<file path="src/rtl/core/mlt_pkg.sv">
// ----------------------------------------------------------------------------
// mlt_pkg
// Shared types, constants and the preset address table of the MAC learning
// table.
// ----------------------------------------------------------------------------
package mlt_pkg;

  // field widths
  localparam int unsigned MacW    = 48;
  localparam int unsigned PortW   = 5;
  localparam int unsigned StatusW = 2;

  // default table capacity and number of preset slots
  localparam int unsigned DefaultTableDepth = 16;
  localparam int unsigned PresetCount       = 4;

  // learn outcome codes
  typedef enum logic [StatusW-1:0] {
    LearnKnown = 2'd0,
    LearnAdded = 2'd1,
    LearnFull  = 2'd2
  } learn_status_e;

  // control from the sequencer to the compare unit
  typedef struct packed {
    logic clear;
    logic en;
  } scan_ctl_t;

  // results of one sweep
  typedef struct packed {
    logic dest_hit;
    logic src_hit;
  } scan_res_t;

  // fixed addresses held in the first four slots
  function automatic logic [MacW-1:0] preset_mac(input logic [1:0] slot);
    logic [MacW-1:0] mac;
    unique case (slot)
      2'd0:    mac = 48'hFDF0_B4E1_0000;
      2'd1:    mac = 48'h147B_F0E1_0001;
      2'd2:    mac = 48'h792B_B4E1_C300;
      default: mac = 48'hC2F0_B4E1_BE00;
    endcase
    return mac;
  endfunction

endpackage

</file>
<file path="src/rtl/core/mac_learning_table_unit.sv">
// ----------------------------------------------------------------------------
// mac_learning_table_unit
// Ethernet MAC learning table: destination lookup and source learning.
// ----------------------------------------------------------------------------
// Usage:
//   An item (dest_mac_i, src_mac_i) is taken at a rising edge with start_i
//   high and busy_o low. busy_o then stays high while the item is handled.
//   The block sweeps the valid slots once through a single memory read port,
//   comparing each word against both addresses, then learns the source.
//   The result (out_port_o, learn_status_o) appears for exactly one cycle
//   with done_o high; busy_o is already low in that cycle, so the next item
//   may be started alongside the result strobe.
//   The sweep makes one read a cycle, so the time per item grows with the
//   entry count; busy_o holds off the next item until the result strobe.
//   Reset clears the entry count to the four preset slots, which come from
//   constants, so no clearing pass is needed and an item may start at once.
//   The receiver cannot stall: done_o is a strobe and is never held.
// ----------------------------------------------------------------------------
module mac_learning_table_unit #(
  parameter int unsigned TableDepth = mlt_pkg::DefaultTableDepth
) (
  input  logic                        clk_i,
  input  logic                        rst_ni,
  input  logic                        start_i,
  output logic                        busy_o,
  input  logic [mlt_pkg::MacW-1:0]    dest_mac_i,
  input  logic [mlt_pkg::MacW-1:0]    src_mac_i,
  output logic                        done_o,
  output logic [mlt_pkg::PortW-1:0]   out_port_o,
  output logic [mlt_pkg::StatusW-1:0] learn_status_o
);

  localparam int unsigned AddrW  = $clog2(TableDepth);
  localparam int unsigned CountW = $clog2(TableDepth + 1);
  localparam int unsigned SumW   = (AddrW + 1 > mlt_pkg::PortW) ? AddrW + 1 : mlt_pkg::PortW;

  typedef enum logic [1:0] {
    StIdle,
    StScan,
    StDrain,
    StLearn
  } state_e;

  state_e                        state_q;
  logic [CountW-1:0]             count_q;
  logic [AddrW-1:0]              idx_q;
  logic                          rd_vld_q;
  logic [AddrW-1:0]              rd_slot_q;
  logic [mlt_pkg::MacW-1:0]      dest_q;
  logic [mlt_pkg::MacW-1:0]      src_q;
  logic                          done_q;
  logic [mlt_pkg::PortW-1:0]     port_q;
  logic [mlt_pkg::StatusW-1:0]   status_q;

  mlt_pkg::scan_ctl_t            scan_ctl;
  mlt_pkg::scan_res_t            scan_res;
  logic [mlt_pkg::MacW-1:0]      rd_word;
  logic [AddrW-1:0]              dest_slot;
  logic                          last_idx;
  logic                          has_room;
  logic                          learn_we;
  logic [SumW-1:0]               port_sum;

  // sweep control
  assign last_idx = (CountW'(idx_q) == (count_q - CountW'(1)));
  assign has_room = (count_q < CountW'(TableDepth));
  assign learn_we = (state_q == StLearn) && !scan_res.src_hit && has_room;

  assign scan_ctl.clear = (state_q == StIdle);
  assign scan_ctl.en    = rd_vld_q;

  assign port_sum = SumW'(dest_slot) + SumW'(1);

  // address store
  mlt_store #(
    .TableDepth(TableDepth)
  ) u_store (
    .clk_i  (clk_i),
    .we_i   (learn_we),
    .waddr_i(count_q[AddrW-1:0]),
    .wdata_i(src_q),
    .raddr_i(idx_q),
    .rdata_o(rd_word)
  );

  // shared compare unit
  mlt_match #(
    .TableDepth(TableDepth)
  ) u_match (
    .clk_i      (clk_i),
    .rst_ni     (rst_ni),
    .ctl_i      (scan_ctl),
    .word_i     (rd_word),
    .slot_i     (rd_slot_q),
    .dest_mac_i (dest_q),
    .src_mac_i  (src_q),
    .res_o      (scan_res),
    .dest_slot_o(dest_slot)
  );

  // sequencer, entry count and result registers
  always_ff @(posedge clk_i or negedge rst_ni) begin
    if (!rst_ni) begin
      state_q  <= StIdle;
      count_q  <= CountW'(mlt_pkg::PresetCount);
      idx_q    <= '0;
      rd_vld_q <= 1'b0;
      done_q   <= 1'b0;
    end else begin
      done_q   <= 1'b0;
      rd_vld_q <= 1'b0;
      unique case (state_q)
        StIdle: begin
          if (start_i) begin
            idx_q   <= '0;
            state_q <= StScan;
          end
        end
        StScan: begin
          rd_vld_q <= 1'b1;
          if (last_idx) begin
            state_q <= StDrain;
          end else begin
            idx_q <= idx_q + AddrW'(1);
          end
        end
        StDrain: begin
          state_q <= StLearn;
        end
        StLearn: begin
          done_q  <= 1'b1;
          state_q <= StIdle;
          if (learn_we) begin
            count_q <= count_q + CountW'(1);
          end
        end
        default: begin
          state_q <= StIdle;
        end
      endcase
    end
  end

  // item capture, read slot tracking and result payload
  always_ff @(posedge clk_i) begin
    rd_slot_q <= idx_q;
    if ((state_q == StIdle) && start_i) begin
      dest_q <= dest_mac_i;
      src_q  <= src_mac_i;
    end
    if (state_q == StLearn) begin
      port_q <= scan_res.dest_hit ? port_sum[mlt_pkg::PortW-1:0] : '0;
      priority if (scan_res.src_hit) begin
        status_q <= mlt_pkg::LearnKnown;
      end else if (has_room) begin
        status_q <= mlt_pkg::LearnAdded;
      end else begin
        status_q <= mlt_pkg::LearnFull;
      end
    end
  end

  assign busy_o         = (state_q != StIdle);
  assign done_o         = done_q;
  assign out_port_o     = port_q;
  assign learn_status_o = status_q;

endmodule

</file>
<file path="src/rtl/core/mlt_store.sv">
// ----------------------------------------------------------------------------
// mlt_store
// Address store: learned slots in a memory with one write and one read port,
// preset slots supplied from constants. Read data is registered.
// ----------------------------------------------------------------------------
module mlt_store #(
  parameter int unsigned TableDepth = mlt_pkg::DefaultTableDepth,
  localparam int unsigned AddrW     = $clog2(TableDepth)
) (
  input  logic                    clk_i,
  input  logic                    we_i,
  input  logic [AddrW-1:0]        waddr_i,
  input  logic [mlt_pkg::MacW-1:0] wdata_i,
  input  logic [AddrW-1:0]        raddr_i,
  output logic [mlt_pkg::MacW-1:0] rdata_o
);

  logic [mlt_pkg::MacW-1:0] mem [TableDepth];
  logic [mlt_pkg::MacW-1:0] mem_q;
  logic [mlt_pkg::MacW-1:0] preset_q;
  logic                     preset_sel_q;

  // write port, only ever slots beyond the presets
  always_ff @(posedge clk_i) begin
    if (we_i) begin
      mem[waddr_i] <= wdata_i;
    end
  end

  // registered read, presets taken from the constant table
  // one spare bit so the preset bound fits in any table of three slots or more
  always_ff @(posedge clk_i) begin
    mem_q        <= mem[raddr_i];
    preset_q     <= mlt_pkg::preset_mac(raddr_i[1:0]);
    preset_sel_q <= ({1'b0, raddr_i} < (AddrW + 1)'(mlt_pkg::PresetCount));
  end

  assign rdata_o = preset_sel_q ? preset_q : mem_q;

endmodule

</file>
<file path="src/rtl/core/mlt_match.sv">
// ----------------------------------------------------------------------------
// mlt_match
// Compare unit: checks each word read from the store against the item's
// destination and source and keeps the first destination hit.
// ----------------------------------------------------------------------------
module mlt_match #(
  parameter int unsigned TableDepth = mlt_pkg::DefaultTableDepth,
  localparam int unsigned AddrW     = $clog2(TableDepth)
) (
  input  logic                     clk_i,
  input  logic                     rst_ni,
  input  mlt_pkg::scan_ctl_t       ctl_i,
  input  logic [mlt_pkg::MacW-1:0] word_i,
  input  logic [AddrW-1:0]         slot_i,
  input  logic [mlt_pkg::MacW-1:0] dest_mac_i,
  input  logic [mlt_pkg::MacW-1:0] src_mac_i,
  output mlt_pkg::scan_res_t       res_o,
  output logic [AddrW-1:0]         dest_slot_o
);

  mlt_pkg::scan_res_t res_q;
  logic [AddrW-1:0]   dest_slot_q;

  // hit flags, held once set until the next clear
  always_ff @(posedge clk_i or negedge rst_ni) begin
    if (!rst_ni) begin
      res_q <= '0;
    end else if (ctl_i.clear) begin
      res_q <= '0;
    end else if (ctl_i.en) begin
      if (word_i == dest_mac_i) begin
        res_q.dest_hit <= 1'b1;
      end
      if (word_i == src_mac_i) begin
        res_q.src_hit <= 1'b1;
      end
    end
  end

  // slot of the first destination match
  always_ff @(posedge clk_i) begin
    if (ctl_i.en && !res_q.dest_hit && (word_i == dest_mac_i)) begin
      dest_slot_q <= slot_i;
    end
  end

  assign res_o       = res_q;
  assign dest_slot_o = dest_slot_q;

endmodule
</file>
<file path="config.mk">
export PLATFORM = sky130hd
export DESIGN_NAME = mac_learning_table_unit
export DESIGN_NICKNAME = d
export VERILOG_FILES = /design/src/rtl/core/mlt_pkg.sv /design/src/rtl/core/mac_learning_table_unit.sv /design/src/rtl/core/mlt_store.sv /design/src/rtl/core/mlt_match.sv
export SDC_FILE = /design/constraint.sdc
export NUM_CORES = 1
export LEC_CHECK = 0
export BUFFER_PORTS_ARGS = -buffer_cell sky130_fd_sc_hd__buf_2
export CORE_MARGIN = 4
export CORE_UTILIZATION = 33
export CTS_BUF_LIST = sky130_fd_sc_hd__clkbuf_2 sky130_fd_sc_hd__clkbuf_4 sky130_fd_sc_hd__clkbuf_8
export CTS_CLUSTER_DIAMETER = 30
export DETAILED_ROUTE_END_ITERATION = 10
export PLACE_DENSITY = 0.56
export SYNTH_ARGS = -nofsm -noshare
export SYNTH_HDL_FRONTEND = slang
export SYNTH_SLANG_ARGS = --single-unit
</file>
<file path="constraint.sdc">
create_clock -name clk_i -period 12.2 [get_ports clk_i]
set_clock_uncertainty 0.05 [all_clocks]
set_input_delay 1.22 -clock clk_i [delete_from_list [all_inputs] [get_ports clk_i]]
set_output_delay 1.22 -clock clk_i [all_outputs]
set_load 0.02 [all_outputs]
</file>
==> metrics.cfg <==
[timing]
period_needed_ns = 3.84
rsz0062_at_grt = no
finalSetupTns_ns = 0
worst_pin_slew_ns = 1.08
holdWs_ns = 0.264
slew_violations = 0
period_share = 0.315
setup_viol = 0
slew_headroom = 0.279
fmax_mhz = 261
finalHoldViolCount = 0

[final_layout]
drive_gt1_frac = 0.365
fillers = 9791
synthToLayoutAreaGrowth_pct = 19.0
finalInstanceArea_sq_um = 43400
nets = 2033
stdcell_count = 3563

[global_route]
grt_pass1_vias = 18949
antenna_found_initial = 4
grt.overflow.total = 0
grt_use_total = 0.164
grt_pass1_wl_mm = 137
grt_max_degree = 96

[clock_tree]
cts.path.max_buffers = 3
cts_resized = 0
cts_buffers = 195
cts_root_buf = clkbuf_8
clkLatencyLatePin_ns = 0.84
cts_tree = done
cts.sinks = 954
h-tree-depth = 4
post_cts_buffers = 0
path_clk_slew_ns = 0.06
cts_hold_buf = 0

[route]
drc_errors = 0
drtIter0Drc = 1829
routedWlPerCell_um = 26.9
drtPass1Iterations = 9
avgViaCountPerCell = 5.15
num_vias = 18340
routed_wl_mm = 95.7
drt.antenna.violating_nets = 0

[flow_run]
cap_violations = 0

[place]
place_congestion = 0.899
port_buffers = 107
dpl.cell_count = 3197
placed_area_sq_um = 38800
hpwlAfterDp_mm = 53.8

[run_status]
status = completed

[setup_path]
worstPathRequired_ns = 12.64
worst_setup_path_start_kind = flop
slowest_delay_ns = 0.66
r2r_slack_ns = 8.36
slowest_stage = buf_4
path_cells = buf_4, mux2i_1, xnor2_1, nor4_1, nand4_1, nor4_2, nor2b_1
cp_top_family = simple AND/OR/NAND/NOR gates
arrival_ns = 4.28
endpoint_kind = flop
crit_fanout = 52
path_buf_inv = 1
crit_type = flop to flop

[synthesis]
avgSynthCellArea_sq_um = 22.1
synth_xor_area_frac = 0.0154
synthSimpleGateAreaFrac = 0.0204
async_reset_ff_frac = 0.0157
yosysSeqAreaShare = 0.766
synth-seq-cells = 954
ys_warn_count = 0
synth_edf_count = 875
synthCells = 1651
yosysUniqueCellTypes = 69
syn_nets = 1766
synth_top_family_by_area = multiplexers
synth_area_sq_um = 36500
synth_ff_type = edfxtp_1
synthMuxAreaShare = 0.156
synth_compound_area_frac = 0.0197
synthAdderAreaFrac = 0.00549

[floorplanning]
die_area_sq_um = 116000
rows = 121
die_y_um = 340
core_sq_um = 109000
ios = 108
start_util = 0.334
die_w_um = 340

[power_and_ir_drop]
power_density_nw_per_um2 = 169
p_sw_mw = 1.46
leakagePower_nw = 14.5
swShare = 0.199
irDropWorstVdd_mv = 0.0901
intPower_mw = 5.88
totalPowerFinal_mw = 7.34
pwr-share-clk = 0.517
power_frac_comb = 0.003
pwr-share-seq = 0.480

[min_path]
min_path_type = input port to asynchronous set/reset pin

[layer usage]
layer / up-vias / share of wire / GRT usage
met4: 0 / 0.021 / 0.0496
met2: 819 / 0.48 / 0.259
met1: 9885 / 0.43 / 0.231
met3: 143 / 0.070 / 0.0335
li1: 7493 / - / -
met5: - / 0 / 0
[cells by family after synthesis]
logic type | Yosys count
compound gates | 96
simple gates | 133
mux | 266
flops | 954
buf+inv | 122
xor+xnor | 64
fa+ha+maj | 16
[cell type report]
| cell class | instances | area [sq um] | share of cell area |
|---|---|---|---|
| diodes | 1 | 2.50 | 0.0000577 |
| repair buffers | 138 | 781 | 0.0180 |
| inverters | 54 | 203 | 0.00467 |
| clock buffers | 259 | 3360 | 0.0774 |
| multi-input cells | 575 | 7980 | 0.184 |
| clock inverters | 106 | 1280 | 0.0294 |
| flip-flops and latches | 954 | 27900 | 0.644 |
| well taps | 1476 | 1850 | 0.0426 |
[Yosys cell counts (all sizes together), types with 11 or more instances]
cell | instances | area share
ha | 16 | 0.0055
xnor2 | 35 | 0.0084
clkbuf | 25 | 0.0026
mux2i | 25 | 0.0073
mux4 | 240 | 0.15
buf | 43 | 0.0092
dfrtp | 14 | 0.0096
xor2 | 29 | 0.0070
edfxtp | 875 | 0.72
nand3 | 11 | 0.0015
o22ai | 16 | 0.0027
and3 | 15 | 0.0026
dfxtp | 64 | 0.035
nand2 | 14 | 0.0015
a21oi | 12 | 0.0016
nor3 | 16 | 0.0023
nor2 | 23 | 0.0024
inv | 54 | 0.0056
[cell usage in the layout, fill, tap and decap left out, types with 7 or more instances in the layout]
| cell type | netlist | layout |
|---|---|---|
| clkinvlp_4 | 0 | 21 |
| mux2i_1 | 21 | 21 |
| clkinv_4 | 0 | 11 |
| inv_1 | 52 | 52 |
| nor3_1 | 15 | 14 |
| ha_1 | 16 | 16 |
| buf_4 | 2 | 30 |
| nand4_1 | 7 | 7 |
| buf_2 | 13 | 107 |
| clkinv_2 | 0 | 23 |
| xnor2_1 | 35 | 35 |
| xor2_1 | 29 | 29 |
| nor2_1 | 23 | 23 |
| clkinv_1 | 0 | 17 |
| bufinv_16 | 0 | 25 |
| nor2b_1 | 7 | 7 |
| and3_4 | 0 | 7 |
| dfxtp_1 | 64 | 63 |
| nor4_1 | 9 | 9 |
| mux4_2 | 238 | 238 |
| clkbuf_8 | 0 | 226 |
| nand3_1 | 11 | 11 |
| a31oi_1 | 7 | 7 |
| a21oi_1 | 12 | 12 |
| dfrtp_1 | 14 | 10 |
| o22ai_1 | 16 | 16 |
| edfxtp_1 | 875 | 875 |
| o2111ai_1 | 7 | 7 |
| clkbuf_4 | 0 | 33 |
| nand2_1 | 13 | 13 |
[sequential cells by signal (all words and copies together), names as in the netlist, 4 cells and up]
register and cells:
u_match.dest_slot_o 4, u_store.mem_q 48, idx_q 4, out_port_o 5, dest_q 48, rd_slot_q 4
u_store.mem 768, src_q 48, count_q 5, u_store.preset_q 11
[final timing paths]
kind,end,from,cells past startpoint
min reg2reg,u_match.dest_slot_o[2],rd_slot_q[2],0
max reg2reg,u_match.dest_slot_o[3],u_store.preset_sel_q,7
max in group asynchronous,count_q[2],rst_ni,1
max,u_match.dest_slot_o[3],u_store.preset_sel_q,7
min,idx_q[0],rst_ni,1
min in group clk_i,u_match.dest_slot_o[2],rd_slot_q[2],0
[power by group through the flow]
| stage | Clock, mW | Sequential, mW | Combinational [mW] |
|---|---|---|---|
| 2_1_floorplan | 0 | 3.59 | 0.0000536 |
| 3_3_place_gp | 0 | 3.59 | 0.0219 |
| 3_5_place_dp | 0 | 3.59 | 0.0215 |
| 4_1_cts | 3.87 | 3.52 | 0.0220 |
| 5_1_grt | 4.06 | 3.52 | 0.0233 |
| 6_report | 3.80 | 3.52 | 0.0216 |
[through the flow]
| stage | setup slack, ns | util |
|---|---|---|
| global placement | 8.37 | 0.355 |
| global route | 8.16 | 0.397 |
| floorplan | 6.83 | - |
| CTS | 8.34 | 0.397 |
| detailed placement | 8.37 | 0.355 |
| finish | 8.36 | 0.397 |
[worst reg2reg max path: stages, from the launching register on]
cell,delay (ns)
dfxtp_2,0.50
buf_4,0.66
mux2i_1,0.50
xnor2_1,0.12
nor4_1,0.47
nand4_1,0.19
nor4_2,0.62
nor2b_1,0.40
(Power assumes the default switching activity.)
